<file path="src/rtl/vc_pkg.sv">
// ----------------------------------------------------------------------------
// vc_pkg
// Types, codes and constants of the vending controller.
// ----------------------------------------------------------------------------
package vc_pkg;

  // Event codes
  localparam logic [2:0] FN_START   = 3'd0;
  localparam logic [2:0] FN_SELECT  = 3'd1;
  localparam logic [2:0] FN_COIN    = 3'd2;
  localparam logic [2:0] FN_ADMIN   = 3'd3;
  localparam logic [2:0] FN_RESTOCK = 3'd4;
  localparam logic [2:0] FN_EMPTY   = 3'd5;
  localparam logic [2:0] FN_EXIT    = 3'd6;

  // Status codes
  localparam logic [3:0] ST_IGNORED    = 4'd0;
  localparam logic [3:0] ST_SELECTED   = 4'd1;
  localparam logic [3:0] ST_NO_STOCK   = 4'd2;
  localparam logic [3:0] ST_NOT_ENOUGH = 4'd3;
  localparam logic [3:0] ST_DISPENSED  = 4'd4;
  localparam logic [3:0] ST_ADMIN      = 4'd5;
  localparam logic [3:0] ST_RESTOCKED  = 4'd6;
  localparam logic [3:0] ST_EMPTIED    = 4'd7;
  localparam logic [3:0] ST_EXITED     = 4'd8;
  localparam logic [3:0] ST_STARTED    = 4'd9;

  // Mode codes
  localparam logic [1:0] MODE_IDLE  = 2'd0;
  localparam logic [1:0] MODE_SEL   = 2'd1;
  localparam logic [1:0] MODE_MONEY = 2'd2;
  localparam logic [1:0] MODE_ADMIN = 2'd3;

  // Register indexes
  localparam logic [2:0] REG_PRICE_COFFEE    = 3'd0;
  localparam logic [2:0] REG_PRICE_MOKKA     = 3'd1;
  localparam logic [2:0] REG_PRICE_CHOCO     = 3'd2;
  localparam logic [2:0] REG_PRICE_DISHWATER = 3'd3;
  localparam logic [2:0] REG_RESTOCK_LEVEL   = 3'd4;

  localparam int CFG_IDX_W  = 3;
  localparam int CFG_DATA_W = 10;
  localparam int NUM_PRICES = 4;
  // Wide enough to compare a drink code with any drink count up to 32
  localparam int DRINK_IDX_W = 5;

  localparam logic [9:0]  PRICE_COFFEE_RST    = 10'd125;
  localparam logic [9:0]  PRICE_MOKKA_RST     = 10'd150;
  localparam logic [9:0]  PRICE_CHOCO_RST     = 10'd100;
  localparam logic [9:0]  PRICE_DISHWATER_RST = 10'd500;
  localparam logic [7:0]  RESTOCK_LEVEL_RST   = 8'd10;
  localparam logic [10:0] MONEY_MAX           = 11'd2047;
  localparam logic [19:0] CHANGE_MAX          = 20'hFFFFF;

  typedef logic [9:0] price_t;
  typedef price_t [NUM_PRICES-1:0] price_arr_t;

  typedef struct packed {
    logic [2:0] func;
    logic [1:0] drink;
    logic [1:0] coin;
  } vc_in_t;

  typedef struct packed {
    logic [3:0]  status;
    logic [1:0]  dispensed_drink;
    logic [10:0] change_given;
    logic [10:0] money_now;
    logic [1:0]  mode_now;
  } vc_out_t;

  function automatic logic [6:0] coin_value(input logic [1:0] code);
    logic [6:0] v;
    unique case (code)
      2'd0:    v = 7'd10;
      2'd1:    v = 7'd20;
      2'd2:    v = 7'd50;
      default: v = 7'd100;
    endcase
    return v;
  endfunction

endpackage

</file>
<file path="src/rtl/vc_core.sv">
// ----------------------------------------------------------------------------
// vc_core
// Controller state and the combinational step that updates it per event.
// ----------------------------------------------------------------------------
module vc_core
  import vc_pkg::*;
#(
  parameter int NUM_DRINKS = 4
) (
  input  logic       clk,
  input  logic       rst,
  input  logic       fire,
  input  vc_in_t     item,
  input  price_arr_t prices,
  input  logic [7:0] restock_level,
  output vc_out_t    result
);

  logic [1:0]  mode, mode_next;
  logic [10:0] money_held, money_held_next;
  logic [1:0]  selected_drink, selected_drink_next;
  logic [19:0] change_total, change_total_next;
  logic [7:0]  stock      [NUM_DRINKS];
  logic [7:0]  stock_next [NUM_DRINKS];

  logic [NUM_DRINKS-1:0] hit_sel, hit_cur;
  logic        sel_in_stock;
  logic        drink_ok;
  logic [6:0]  coin_v;
  price_t      price;
  logic [11:0] money_sum;
  logic [10:0] money_sat;
  logic [20:0] ct_sum;
  logic [19:0] ct_sat;
  logic        paid;
  logic [10:0] change;
  logic [19:0] ct_after;

  always_comb begin
    sel_in_stock = 1'b0;
    for (int i = 0; i < NUM_DRINKS; i++) begin
      hit_sel[i] = (DRINK_IDX_W'(item.drink) == DRINK_IDX_W'(i));
      hit_cur[i] = (DRINK_IDX_W'(selected_drink) == DRINK_IDX_W'(i));
      sel_in_stock = sel_in_stock | (hit_sel[i] & (stock[i] != 8'd0));
    end
  end

  // Only codes below the drink count ever hit
  assign drink_ok  = |hit_sel;
  assign coin_v    = coin_value(item.coin);
  assign price     = prices[selected_drink];
  assign money_sum = {1'b0, money_held} + 12'(coin_v);
  assign money_sat = money_sum[11] ? MONEY_MAX : money_sum[10:0];
  assign ct_sum    = {1'b0, change_total} + 21'(coin_v);
  assign ct_sat    = ct_sum[20] ? CHANGE_MAX : ct_sum[19:0];
  assign paid      = money_sat >= {1'b0, price};
  assign change    = money_sat - {1'b0, price};
  assign ct_after  = (ct_sat >= 20'(change)) ? ct_sat - 20'(change) : '0;

  always_comb begin
    mode_next           = mode;
    money_held_next     = money_held;
    selected_drink_next = selected_drink;
    change_total_next   = change_total;
    for (int i = 0; i < NUM_DRINKS; i++) begin
      stock_next[i] = stock[i];
    end
    result = '0;

    case (item.func)
      FN_START: begin
        if (mode == MODE_IDLE) begin
          money_held_next = '0;
          mode_next       = MODE_SEL;
          result.status   = ST_STARTED;
        end
      end
      FN_SELECT: begin
        if (mode == MODE_SEL && drink_ok) begin
          if (sel_in_stock) begin
            selected_drink_next = item.drink;
            mode_next           = MODE_MONEY;
            result.status       = ST_SELECTED;
          end else begin
            result.status = ST_NO_STOCK;
          end
        end
      end
      FN_COIN: begin
        if (mode == MODE_MONEY) begin
          if (!paid) begin
            money_held_next   = money_sat;
            change_total_next = ct_sat;
            result.status     = ST_NOT_ENOUGH;
          end else begin
            change_total_next = ct_after;
            for (int i = 0; i < NUM_DRINKS; i++) begin
              if (hit_cur[i] && stock[i] != 8'd0) begin
                stock_next[i] = stock[i] - 8'd1;
              end
            end
            money_held_next        = '0;
            mode_next              = MODE_SEL;
            result.status          = ST_DISPENSED;
            result.dispensed_drink = selected_drink;
            result.change_given    = change;
          end
        end
      end
      FN_ADMIN: begin
        if (mode == MODE_SEL) begin
          mode_next     = MODE_ADMIN;
          result.status = ST_ADMIN;
        end
      end
      FN_RESTOCK: begin
        if (mode == MODE_ADMIN) begin
          for (int i = 0; i < NUM_DRINKS; i++) begin
            stock_next[i] = restock_level;
          end
          result.status = ST_RESTOCKED;
        end
      end
      FN_EMPTY: begin
        if (mode == MODE_ADMIN) begin
          change_total_next = '0;
          result.status     = ST_EMPTIED;
        end
      end
      FN_EXIT: begin
        if (mode == MODE_ADMIN) begin
          money_held_next = '0;
          mode_next       = MODE_SEL;
          result.status   = ST_EXITED;
        end
      end
      default: ;
    endcase

    result.money_now = money_held_next;
    result.mode_now  = mode_next;
  end

  always_ff @(posedge clk) begin
    if (rst) begin
      mode           <= MODE_IDLE;
      money_held     <= '0;
      selected_drink <= '0;
      change_total   <= '0;
      for (int i = 0; i < NUM_DRINKS; i++) begin
        stock[i] <= '0;
      end
    end else if (fire) begin
      mode           <= mode_next;
      money_held     <= money_held_next;
      selected_drink <= selected_drink_next;
      change_total   <= change_total_next;
      for (int i = 0; i < NUM_DRINKS; i++) begin
        stock[i] <= stock_next[i];
      end
    end
  end

endmodule

</file>
<file path="src/rtl/vending_controller.sv">
// ----------------------------------------------------------------------------
// vending_controller
// Drink vending controller: one event in, one status result out.
// ----------------------------------------------------------------------------
// Takes one event per clock while the output is not stalled and returns exactly
// one result per event, in order. An accepted event is held in an input register,
// where the state update and the result are worked out together; the result is
// then captured in an output register once that register is free or draining.
// Throughput is one event per cycle while results are not stalled; a stalled
// result holds the input register and in turn stalls the input. The user must
// write prices and the restock level through the cfg port only while no event
// is in flight; the block itself does not enforce this.
module vending_controller
  import vc_pkg::*;
#(
  parameter int NUM_DRINKS = 4
) (
  input  logic                  clk,
  input  logic                  rst,
  input  logic                  in_valid,
  output logic                  in_ready,
  input  vc_in_t                in_data,
  output logic                  out_valid,
  input  logic                  out_ready,
  output vc_out_t               out_data,
  input  logic                  cfg_we,
  input  logic [CFG_IDX_W-1:0]  cfg_index,
  input  logic [CFG_DATA_W-1:0] cfg_data
);

  logic       s1_valid;
  vc_in_t     s1_item;
  logic       advance;
  vc_out_t    step_result;
  price_arr_t prices;
  logic [7:0] restock_level;

  // Step the held event whenever the output register is free or draining
  assign advance  = s1_valid && (!out_valid || out_ready);
  assign in_ready = !s1_valid || advance;

  always_ff @(posedge clk) begin
    if (rst) begin
      s1_valid <= 1'b0;
    end else if (in_ready) begin
      s1_valid <= in_valid;
    end
  end

  always_ff @(posedge clk) begin
    if (in_valid && in_ready) begin
      s1_item <= in_data;
    end
  end

  always_ff @(posedge clk) begin
    if (rst) begin
      out_valid <= 1'b0;
    end else if (advance) begin
      out_valid <= 1'b1;
    end else if (out_ready) begin
      out_valid <= 1'b0;
    end
  end

  always_ff @(posedge clk) begin
    if (advance) begin
      out_data <= step_result;
    end
  end

  always_ff @(posedge clk) begin
    if (rst) begin
      prices[0]     <= PRICE_COFFEE_RST;
      prices[1]     <= PRICE_MOKKA_RST;
      prices[2]     <= PRICE_CHOCO_RST;
      prices[3]     <= PRICE_DISHWATER_RST;
      restock_level <= RESTOCK_LEVEL_RST;
    end else if (cfg_we) begin
      unique case (cfg_index)
        REG_PRICE_COFFEE:    prices[0]     <= cfg_data;
        REG_PRICE_MOKKA:     prices[1]     <= cfg_data;
        REG_PRICE_CHOCO:     prices[2]     <= cfg_data;
        REG_PRICE_DISHWATER: prices[3]     <= cfg_data;
        REG_RESTOCK_LEVEL:   restock_level <= cfg_data[7:0];
        default: ;
      endcase
    end
  end

  vc_core #(
    .NUM_DRINKS(NUM_DRINKS)
  ) u_core (
    .clk          (clk),
    .rst          (rst),
    .fire         (advance),
    .item         (s1_item),
    .prices       (prices),
    .restock_level(restock_level),
    .result       (step_result)
  );

endmodule

</file>
<file path="config.mk">
export PLATFORM = sky130hd
export DESIGN_NAME = vending_controller
export DESIGN_NICKNAME = d
export VERILOG_FILES = /design/src/rtl/vc_pkg.sv /design/src/rtl/vc_core.sv /design/src/rtl/vending_controller.sv
export SDC_FILE = /design/constraint.sdc
export NUM_CORES = 1
export LEC_CHECK = 0
export ABC_AREA = 1
export BUFFER_PORTS_ARGS = -buffer_cell sky130_fd_sc_hd__buf_2
export CAP_MARGIN = 30
export CORE_MARGIN = 10
export CORE_UTILIZATION = 45
export CTS_CLUSTER_DIAMETER = 100
export DETAILED_ROUTE_END_ITERATION = 8
export GPL_TIMING_DRIVEN = 0
export SKIP_CTS_REPAIR_TIMING = 1
export SLEW_MARGIN = 5
export SYNTH_ARGS = -nofsm -noshare
export SYNTH_HDL_FRONTEND = slang
export SYNTH_HIERARCHICAL = 1
export SYNTH_SLANG_ARGS = --single-unit
</file>
<file path="constraint.sdc">
create_clock -name clk -period 6.9 [get_ports clk]
set_input_delay 0.345 -clock clk [delete_from_list [all_inputs] [get_ports clk]]
set_output_delay 0.345 -clock clk [all_outputs]
set_load 0.05 [all_outputs]
</file>
# --- Word-level counts from Yosys, hierarchy flattened ---
# Memory sizes are Yosys's and may differ from the RTL's.
# Index checks and enable logic that the tools add are counted.
word_totals:
  register_bits: 102
  ramBits: 32
  input_bits: 25
  wordCells: 136
  n_memories: 1
op_classes:
  addsub: 6
  magnitude_cmp: 2
  n_eq_ne: 21
  n_mux: 47
  bitwise_logic: 11
  n_reduce_logical: 30
memory_table:
  columns: ["name", "words", "word_bits", "read_ports", "rd_clocked_by_memory_dff", "write_ports", "line", "rtl"]
  rows:
  - ["u_core.stock", 4, 8, 4, 0, 4, "vc_core.sv:23", "logic [7:0] stock [NUM_DRINKS];"]
ops:
  columns: ["cell", "n"]
  rows:
  - ["32-bit 2-to-1 mux", 3]
  - ["8-bit 2-to-1 mux", 8]
  - ["32-bit one-hot mux with 2 select lines", 1]
  - ["11-bit 2-to-1 mux", 5]
  - ["11-bit one-hot mux with 3 select lines", 1]
  - ["8-bit nonzero test", 4]
  - ["8-bit by 1-bit subtractor with 8-bit output (second input constant)", 4]
  - ["4-bit one-hot mux with 7 select lines", 1]
  - ["7-bit one-hot mux with 3 select lines", 1]
  - ["10-bit binary-select mux with 2-bit select", 1]
  - ["16-bit 2-to-1 mux", 1]
  - ["2-bit 2-to-1 mux", 8]
  - ["2-bit equality test (second input constant)", 7]
  - ["13-bit 2-to-1 mux", 1]
  - ["11-bit by 7-bit adder with 12-bit output", 1]
  - ["3-bit by 2-bit equality test with 1-bit output (second input constant)", 4]
  - ["3-bit equality test (second input constant)", 4]
  - ["3-bit 2-to-1 mux", 4]
  - ["4-bit 2-to-1 mux", 3]
  - ["11-bit by 10-bit greater-or-equal comparator with 1-bit output", 1]
  - ["11-bit by 10-bit subtractor with 11-bit output", 1]
  - ["10-bit 2-to-1 mux", 1]
  - ["2-bit one-hot mux with 5 select lines", 1]
  - ["2-bit AND reduction", 5]
  - ["15 further kinds", 46]

# --- Logic depth before layout (Yosys ltp) ---
# Gate-level depths: netlist of run 1.
depth:
  ltp_word: 9
  depth_mapped: 23

# --- Hierarchy ---
# Netlist of run 1, hierarchy kept.
modules_own_cells:
  columns: ["module", "n_inst", "cells_per_inst", "area_each_um2"]
  rows:
  - ["vc_core", 1, 633, 4314.1]
  - ["vending_controller", 1, 311, 3080.5]

# --- Worst setup path before layout of run 1 ---
# Ideal clock, no wire load.
synth_timing:
  path_type: "register -> register"
  start: "reg out_valid"
  end: "mem u_core.stock[0][0], enable pin"
  setup_ns: 0.370
  t_arrival_ns: 3.577
  required_ns: 6.530
  slack_ns: 2.953
  path_stages_with_launch: 6
  path_buffers: 0
  path_cell_list: "dfxtp_1 > a21oi_1 > inv_1 > a2111oi_2 > a21oi_2 > nor2_1"
synth_rtl:
  columns: ["element", "line", "rtl"]
  rows:
  - ["start: declaration", "vending_controller.sv:23", "output logic out_valid,"]
  - ["start signal: assignment", "vending_controller.sv:58", "out_valid <= 1'b0;"]
  - ["start signal: assignment", "vending_controller.sv:60", "out_valid <= 1'b1;"]
  - ["start signal: assignment", "vending_controller.sv:62", "out_valid <= 1'b0;"]
  - ["end: declaration", "vc_core.sv:23", null]

==> impl_metrics.json, run 1 <==
{
  "setup_viol": 0,
  "whs_ps": 98.7,
  "drive_above_1_share_pct": 14.7,
  "vias_per_cell": 5.14,
  "syn-cell-area_mm2": 0.00739,
  "grt_start_max_net_pins": 31,
  "status": "complete, no violations",
  "min_path_type": "in2reg",
  "cts_made_buffers": 17,
  "clk_pin_slew_ps": 60,
  "finalCriticalPeriod_ps": 4520,
  "drv_cap": 0,
  "portBuffers": 56,
  "cts.sink_count": 134,
  "start_util_pct": 46.2,
  "min_from": "in_data[2]",
  "yosys.area.top_type": "edfxtp_1",
  "dp_hpwl_um": 14300,
  "stdcell_count": 1249,
  "switching_power_uw": 573,
  "fmax_mhz": 221,
  "cp_data_arrival_time_ps": 4560,
  "p_sw_share_pct": 27.5,
  "critPathCaptureType": "flop",
  "dieWidth_um": 148,
  "overflow": 0,
  "ant_nets": 0,
  "syn_to_final_growth_pct": 15.6,
  "clkLatencyLatePin_ps": 420,
  "synthCells": 944,
  "cts_root_buf": "clkbuf_16",
  "nets": 1071,
  "drc_errors": 0,
  "fp.dieH_um": 148,
  "startpoint": "s1_item[0]",
  "synth.yosys.seq_area_share_pct": 45.6,
  "p_per_area_mw_per_mm2": 244,
  "cts_max_path_buffers": 2,
  "grt_pass1_vias": 6170,
  "drt_iter0_drc": 603,
  "antenna_found_initial": 0,
  "vdd_ir_drop_max_mv": 0.178,
  "cp_max_fo": 10,
  "rows": 46,
  "ioPinCount": 57,
  "rr_startpoint": "s1_item[0]",
  "rsz0062_at_grt": "no",
  "wirelength_um": 19100,
  "clkPwrFrac_pct": 41.0,
  "htree_levels": 4,
  "grt_usage_pct": 17.8,
  "synth-seq-cells": 134,
  "grt_pass1_wl_um": 31400,
  "gp_congestion": 0.861,
  "maxSlewViolCount": 0,
  "power.leakage_uw": 0.00388,
  "cp-start-kind": "flop",
  "vias": 6426,
  "fp.dieArea_mm2": 0.0220,
  "synth.net_count": 995,
  "crit_required_ps": 6950,
  "hold_viol_final": 0,
  "yosysTopAreaCellShare_pct": 28.0,
  "pwr-share-comb_pct": 15.7,
  "syn_area_per_cell_um2": 7.83,
  "core_area_mm2": 0.0160,
  "fin_setup_tns_ps": 0,
  "slew_headroom_pct": 52.2,
  "crit_type": "reg2reg",
  "clock_skew_ps": 9.65,
  "yosys_warnings": 6,
  "antenna-diode-count": 0,
  "p_seq_share_pct": 43.3,
  "rrSetupSlack_ps": 2380,
  "synthArstFlopShare_pct": 0,
  "ys_types": 46,
  "cts_tree": "yes",
  "synth_edf_count": 69,
  "finalCritPeriodShare_pct": 65.5,
  "synth_common_cells": "212 x nand2_1, 135 x nor2_1, 106 x inv_1, 84 x nand3_1, 69 x edfxtp_1",
  "tightest_slew_ps": 714,
  "yosys.cell_count.top_type": "nand2_1",
  "dp_cells": 1217,
  "detail_route.wl_per_cell_um": 15.3,
  "internal_power_uw": 1510,
  "drt_pass1_iterations": 5,
  "synth_top_flop_cell": "edfxtp_1",
  "synthTopCellsByArea": "edfxtp_1 28%, dfxtp_1 18%, nand2_1 11%"
}
## power groups by stage
stage | sequential [uW] | clock, uW | combinational [uW]
after CTS | 903 | 874 | 329
after detailed placement | 919 | 0 | 327
after global routing | 908 | 910 | 373
final | 903 | 856 | 328
after global placement | 919 | 0 | 323
after floorplan | 944 | 0 | 217
## final cells by class
type	instances	area [um^2]
Clock buffer	26	532
Clock inverter	6	38.8
Timing Repair Buffer	57	300
Tap cell	216	270
Buffer	20	91.3
Fill cell	1596	7450
Inverter	113	424
Multi-Input combinational cell	677	3520
Sequential cell	134	3370
## layout by cell type (no fill, tap or decap), types with 2 or more instances in the layout
cell       count
clkbuf_8       3
nand3_2        6
a22oi_1        2
clkbuf_1      11
clkinv_4       2
a221oi_1       3
o22ai_1        5
nor2_2        15
inv_2          6
nor2_4        10
xnor2_1        5
nand2_1      212
nor3_1        10
xor2_1        11
clkbuf_16     19
buf_1          5
nand4_1       17
inv_1        106
o211ai_1       2
nand2_2        6
nor2_1       135
nand3_1       84
fa_1           2
a21boi_0       2
o221ai_1       6
o21ai_0       26
clkinv_2       3
or2_2          8
dfxtp_1       65
nor3b_1        2
a21oi_2        3
edfxtp_1      69
a22o_1         3
o22a_1         3
ha_1          24
buf_2         63
a21oi_1       63
## registers in the layout, indices dropped and copies added (netlist names)
signal,cells
prices,40
u_core/stock,32
out_data,30
u_core/money_held,11
restock_level,8
s1_item,7
u_core/mode,2
u_core/selected_drink,2
out_valid,1
s1_valid,1
## final timing paths
path | cells past startpoint | endpoint
setup / recovery | 20 | u_core/stock[0][0]
hold / removal | 1 | s1_item[2]
setup reg to reg | 20 | u_core/stock[0][0]
hold reg to reg | 2 | prices[38]
## cells by family after synthesis
group | Yosys count | synth area share [%]
compound gates | 123 | 9.73
simple gates | 512 | 31.2
fa+ha+maj | 26 | 4.60
buf+inv | 133 | 6.97
xor+xnor | 16 | 1.90
flops | 134 | 45.6
## per-stage QoR
step                      utilization (%)  worst slack (ps)  cell area (um^2)  power [uW]
after floorplan                         -              2950              7390        1160
after global placement               49.7              1610              7950        1240
after detailed placement             49.9              2390              7980        1250
after CTS                            53.4              2320              8550        2110
after global routing                 53.4              1980              8550        2190
final                                53.4              2380              8550        2090
## worst max-delay path, stage by stage, from the launching register on
cell      delay [ps]
edfxtp_1         400
inv_1            130
ha_1             230
or2_2            290
ha_1             350
nand4_1          150
nand3_2          120
nand2_2          190
inv_2            100
or2_2            320
ha_1             380
nand2_1           90
o21ai_1          170
nand2_1           70
nand3_1          110
nand2_1          130
inv_2            100
nor2_4            80
nand2_2           70
a21oi_2           90
nor2_1           570
## metal layers
layer / GRT usage (%) / vias to the layer above / wire (um)
met5: 0 / - / 0
met4: 5.20 / 0 / 197
met3: 4.55 / 15 / 1210
met2: 27.9 / 182 / 8580
met1: 23.7 / 2933 / 9150
li1: - / 3296 / -
No activity file was read; power rests on OpenSTA's default activity.
==> inputs of run 2 (changes only) <==
- ABC_AREA: 1 -> 0
- PLACE_DENSITY: default -> 0.65
- clock period: 6.9 -> 4 ns (I/O delays scaled with it)
==> impl_metrics.json, run 2 <==
{
  "drt_pass1_iterations": 5,
  "ioPinCount": 57,
  "cts_tree": "yes",
  "reg.largest.list": "prices x40, u_core/stock x32, out_data x30",
  "synth_common_cells": "79 x nor2_1, 69 x edfxtp_1, 65 x dfxtp_1, 51 x a21oi_1, 50 x mux2i_1",
  "slowest_stage": "or4_4",
  "fp.dieArea_mm2": 0.0215,
  "synth_top_flop_cell": "edfxtp_1",
  "min_path_type": "in2reg",
  "drc_errors": 0,
  "synth.yosys.seq_area_share_pct": 46.8,
  "antenna-diode-count": 0,
  "crit_type": "reg2reg",
  "ant_nets": 0,
  "gp_congestion": 0.866,
  "yosys_warnings": 6,
  "filler_cell_count": 1351,
  "slew_headroom_pct": 37.9,
  "critPathCaptureType": "flop",
  "cp-start-kind": "flop",
  "layout_common_cells": "78 x nor2_1, 69 x edfxtp_1, 65 x dfxtp_1, 60 x buf_2, 50 x mux2i_1",
  "clkLatencyLatePin_ps": 430,
  "power.leakage_uw": 0.00345,
  "htree_levels": 4,
  "crit_required_ps": 4160,
  "dieWidth_um": 147,
  "clock_skew_ps": 13.3,
  "regMostFlops": "prices",
  "p_sw_share_pct": 24.5,
  "synthTopCellsByArea": "edfxtp_1 29%, dfxtp_1 18%, mux2i_1 6.9%",
  "overflow": 0,
  "critPathMaxStageDelay_ps": 520,
  "cts_max_path_buffers": 2,
  "vdd_ir_drop_max_mv": 0.313,
  "nets": 848,
  "final_common_cell": "nor2_1",
  "drt_iter0_drc": 479,
  "dpl_cell_area_mm2": 0.00778,
  "ys_types": 68,
  "internal_power_uw": 2560,
  "fin_area_mm2": 0.00881,
  "grt_start_max_net_pins": 38,
  "tightest_slew_ps": 921,
  "cts_root_buf": "clkbuf_16",
  "core_area_mm2": 0.0158,
  "p_seq_share_pct": 44.7,
  "synthCells": 701,
  "synthArstFlopShare_pct": 0,
  "cp_max_fo": 10,
  "start_util_pct": 45.7,
  "cpMostUsedCell": "o21ai_4",
  "whs_ps": 14.4,
  "drv_cap": 0,
  "synth-seq-cells": 134,
  "dp_hpwl_um": 13000,
  "vias": 5630,
  "yosys.area.top_type": "edfxtp_1",
  "pre_cts_slack_ps": -932,
  "fmax_mhz": 257,
  "syn-cell-area_mm2": 0.00721,
  "yosys.cell_count.top_type": "nor2_1",
  "grt_usage_pct": 16.1,
  "grt_pass1_wl_um": 27800,
  "finalCriticalPeriod_ps": 3890,
  "portBuffers": 56,
  "synth_edf_count": 69,
  "cp_top_family": "compound AO/OA/AOI/OAI gates",
  "cts_made_buffers": 17,
  "finalCritPeriodShare_pct": 97.3,
  "yosysTopAreaCellShare_pct": 28.8,
  "hold_viol_final": 0,
  "syn_area_per_cell_um2": 10.3,
  "switching_power_uw": 831,
  "synth.net_count": 752,
  "setup_ws_ps": 106,
  "cp_num_buf_inv": 1,
  "p_per_area_mw_per_mm2": 385,
  "pwr-share-comb_pct": 10.3,
  "detail_route.wl_per_cell_um": 17.4,
  "syn_to_final_growth_pct": 22.2,
  "cp_data_arrival_time_ps": 4050,
  "fp.dieH_um": 147,
  "clkPwrFrac_pct": 45.1,
  "clk_pin_slew_ps": 60,
  "cts.sink_count": 134,
  "wirelength_um": 17800,
  "antenna_found_initial": 0,
  "vias_per_cell": 5.49,
  "rows": 46,
  "drive_above_1_share_pct": 21.9,
  "grt_pass1_vias": 5415,
  "status": "complete, no violations",
  "maxSlewViolCount": 0,
  "worstPathCellList": "inv_2, ha_2, or2_4, ha_4, o21ai_4, a21oi_4, o311a_4, or2_2, ha_4, or4_4, o21ai_4, o21ai_4, o21ai_0, a211oi_2",
  "largest_reg_flops": 40,
  "setup_viol": 0
}
run 2: cell types whose count changed after synthesis, sizes merged, moves of 10 or more:
cell	delta
a211oi	+10
a21oi	-16
clkbuf	+15
inv	-78
mux2i	+50
mux4	+10
nand2	-177
nand2b	+49
nand3	-79
nand4	-16
nor2	-81
xnor2	+13
run 2: area by class of cell:
type / count / area, um^2 / share of cell area [%]
multi-input combinational: 499 / 3770 / 42.8
sequential: 134 / 3370 / 38.3
timing repair buffer: 79 / 520 / 5.91
clock buffer: 22 / 495 / 5.63
tap: 216 / 270 / 3.07
buffer: 32 / 156 / 1.78
inverter: 34 / 128 / 1.45
clock inverter: 10 / 95.1 / 1.08
run 2: routing by layer:
metal / vias to the layer above / track usage, % / part of all wire, %
met4: 0 / 6.71 / 1.9
met1: 2757 / 20.0 / 45
met2: 139 / 26.6 / 49
li1: 2708 / - / -
met5: - / 0 / 0
met3: 26 / 3.34 / 4.0
run 2: logic make-up after synthesis:
family / Yosys count / share of synthesized area [%]
and+or+nand+nor: 236 / 16.8
buffers and inverters: 68 / 4.17
adders and majority gates: 26 / 4.72
DFF: 134 / 46.8
xor gates and xnor gates: 35 / 4.25
muxes: 62 / 10.4
AOI/OAI and AO/OA: 140 / 12.8
run 2: power by group through the flow:
| stage | combinational [uW] | clock [uW] | sequential (uW) |
|---|---|---|---|
| floorplan | 179 | 0 | 1580 |
| global placement | 300 | 0 | 1540 |
| detailed placement | 308 | 0 | 1540 |
| CTS | 310 | 1550 | 1520 |
| global route | 378 | 1610 | 1520 |
| finish | 348 | 1530 | 1510 |
run 2: path summary, 6_finish.rpt:
path	startpoint	to	slack (ps)	cells past startpoint
worst max-delay path	s1_item[0]	out_data[0]	110	14
worst min-delay path	in_valid	s1_valid	10	3
worst max register to register	s1_item[0]	out_data[0]	110	14
worst min register to register	s1_valid	out_valid	470	2
run 2: through the flow:
step | cells | setup TNS [ps] | power [uW] | util, %
after floorplan | 701 | -2680 | 1760 | -
after global placement | 973 | -33810 | 1840 | 49.3
after detailed placement | 973 | -41960 | 1850 | 49.3
after CTS | 1005 | -43140 | 3380 | 53.1
after global routing | 1026 | -179 | 3510 | 55.8
final | 1026 | 0 | 3390 | 55.8
run 2: worst register-to-register path: cells and delay by family, from the launching register on:
family	cells	cell delay, ps
and+or+nand+nor	3	1140
DFF	1	390
adders and majority gates	3	630
AOI/OAI and AO/OA	7	1370
buffers and inverters	1	80
==> inputs of run 3 (changes only) <==
==> constraint.sdc (replaced) <==
create_clock -name clk -period 4 [get_ports clk]
set_input_delay 0.8 -clock clk [delete_from_list [all_inputs] [get_ports clk]]
set_output_delay 0.8 -clock clk [all_outputs]
set_load 0.05 [all_outputs]
==> impl_metrics.json, run 3 (synthesis results as in run 2) <==
{
  "reg.largest.list": "prices x40, u_core/stock x32, out_data x30",
  "clk_pin_slew_ps": 60,
  "wirelength_um": 17700,
  "critPathCaptureType": "flop",
  "finalCriticalPeriod_ps": 3900,
  "cp-start-kind": "flop",
  "ant_nets": 0,
  "rows": 46,
  "hold_viol_final": 0,
  "vias_per_cell": 5.51,
  "syn_to_final_growth_pct": 21.2,
  "gp_congestion": 0.866,
  "status": "complete, no violations",
  "layout_common_cells": "78 x nor2_1, 69 x edfxtp_1, 65 x dfxtp_1, 60 x buf_2, 50 x mux2i_1",
  "filler_cell_count": 1364,
  "whs_ps": 470,
  "fp.dieArea_mm2": 0.0215,
  "rrSetupSlack_ps": 100,
  "final_common_cell": "nor2_1",
  "power.leakage_uw": 0.00342,
  "pre_cts_slack_ps": -932,
  "p_per_area_mw_per_mm2": 388,
  "drive_above_1_share_pct": 22.0,
  "crit_type": "reg2reg",
  "p_seq_share_pct": 44.7,
  "ioPinCount": 57,
  "drv_cap": 0,
  "dieWidth_um": 147,
  "detail_route.wl_per_cell_um": 17.4,
  "grt_pass1_vias": 5415,
  "drt_iter0_drc": 498,
  "largest_reg_flops": 40,
  "switching_power_uw": 830,
  "finalCritPeriodShare_pct": 97.4,
  "cp_data_arrival_time_ps": 4040,
  "portBuffers": 56,
  "setup_ws_ps": 104,
  "clock_skew_ps": 14.5,
  "start_util_pct": 45.7,
  "grt_pass1_wl_um": 27800,
  "tightest_slew_ps": 861,
  "clkPwrFrac_pct": 45.2,
  "cts_tree": "yes",
  "nets": 841,
  "slew_headroom_pct": 42.6,
  "drt_pass1_iterations": 5,
  "dpl_cell_area_mm2": 0.00778,
  "crit_required_ps": 4140,
  "antenna_found_initial": 0,
  "cts_max_path_buffers": 2,
  "antenna-diode-count": 0,
  "pwr-share-comb_pct": 10.1,
  "cp_max_fo": 8,
  "grt_start_max_net_pins": 38,
  "internal_power_uw": 2560,
  "drc_errors": 0,
  "overflow": 0,
  "cts_root_buf": "clkbuf_16",
  "clkLatencyLatePin_ps": 430,
  "htree_levels": 4,
  "cts.sink_count": 134,
  "vias": 5614,
  "fp.dieH_um": 147,
  "fin_area_mm2": 0.00874,
  "core_area_mm2": 0.0158,
  "regMostFlops": "prices",
  "maxSlewViolCount": 0,
  "fmax_mhz": 257,
  "dp_hpwl_um": 13000,
  "cts_made_buffers": 17,
  "min_path_type": "reg2reg",
  "setup_viol": 0,
  "p_sw_share_pct": 24.5,
  "grt_usage_pct": 16.1,
  "vdd_ir_drop_max_mv": 0.313
}
-- run 3: cell count changes in the layout (fill, tap and decap cells not counted) --
| cell | delta |
|---|---|
| dlygate4sd3_1 | -7 |
-- run 3: critical path, cell delays in order (launching register included) --
cell	delay [ps]
edfxtp_1	390
inv_2	80
ha_2	180
or2_4	250
ha_4	290
o211ai_1	90
o21ai_2	220
a21oi_2	90
o21ai_1	130
or3b_4	420
ha_4	320
nand2_2	60
o31ai_2	270
a21oi_2	110
o21ai_4	110
nor2_4	120
a211oi_4	290
buf_12	170
-- run 3: power groups by stage --
stage	combinational, uW	clock, uW	sequential [uW]
2_1_floorplan	179	0	1580
3_5_place_dp	308	0	1540
4_1_cts	310	1550	1520
5_1_grt	372	1610	1520
3_3_place_gp	300	0	1540
6_report	342	1530	1520
-- run 3: cell type report --
class                   count  area [um^2]  share of cell area, %
plain buffers              32          156                   1.79
clock buffers              22          495                   5.67
clock inverters            10         95.1                   1.09
inverters                  34          128                   1.46
multi-input cells         499         3770                   43.1
flip-flops and latches    134         3370                   38.6
well taps                 216          270                   3.09
repair buffers             72          450                   5.16
-- run 3: worst paths after layout --
| kind | cells past startpoint | start | to |
|---|---|---|---|
| worst max-delay path | 17 | s1_item[0] | u_core/stock[0][5] |
| worst min-delay path | 2 | s1_valid | out_valid |
| worst max register to register | 17 | s1_item[0] | u_core/stock[0][5] |
| worst min register to register | 2 | s1_valid | out_valid |
-- run 3: metal layers --
| layer | routed length [um] | global-route usage (%) | vias up |
|---|---|---|---|
| met4 | 346 | 6.71 | 0 |
| met5 | 0 | 0 | - |
| met2 | 8710 | 26.6 | 160 |
| li1 | - | - | 2690 |
| met3 | 788 | 3.34 | 27 |
| met1 | 7900 | 20.0 | 2737 |
-- run 3: per-stage QoR --
step / utilization [%] / std cells / total power, uW / setup TNS [ps]
floorplan: - / 701 / 1760 / -2680
global placement: 49.3 / 973 / 1840 / -35890
detailed placement: 49.3 / 973 / 1850 / -41960
CTS: 53.1 / 1005 / 3380 / -43140
global route: 55.4 / 1019 / 3500 / -223
finish: 55.4 / 1019 / 3390 / 0
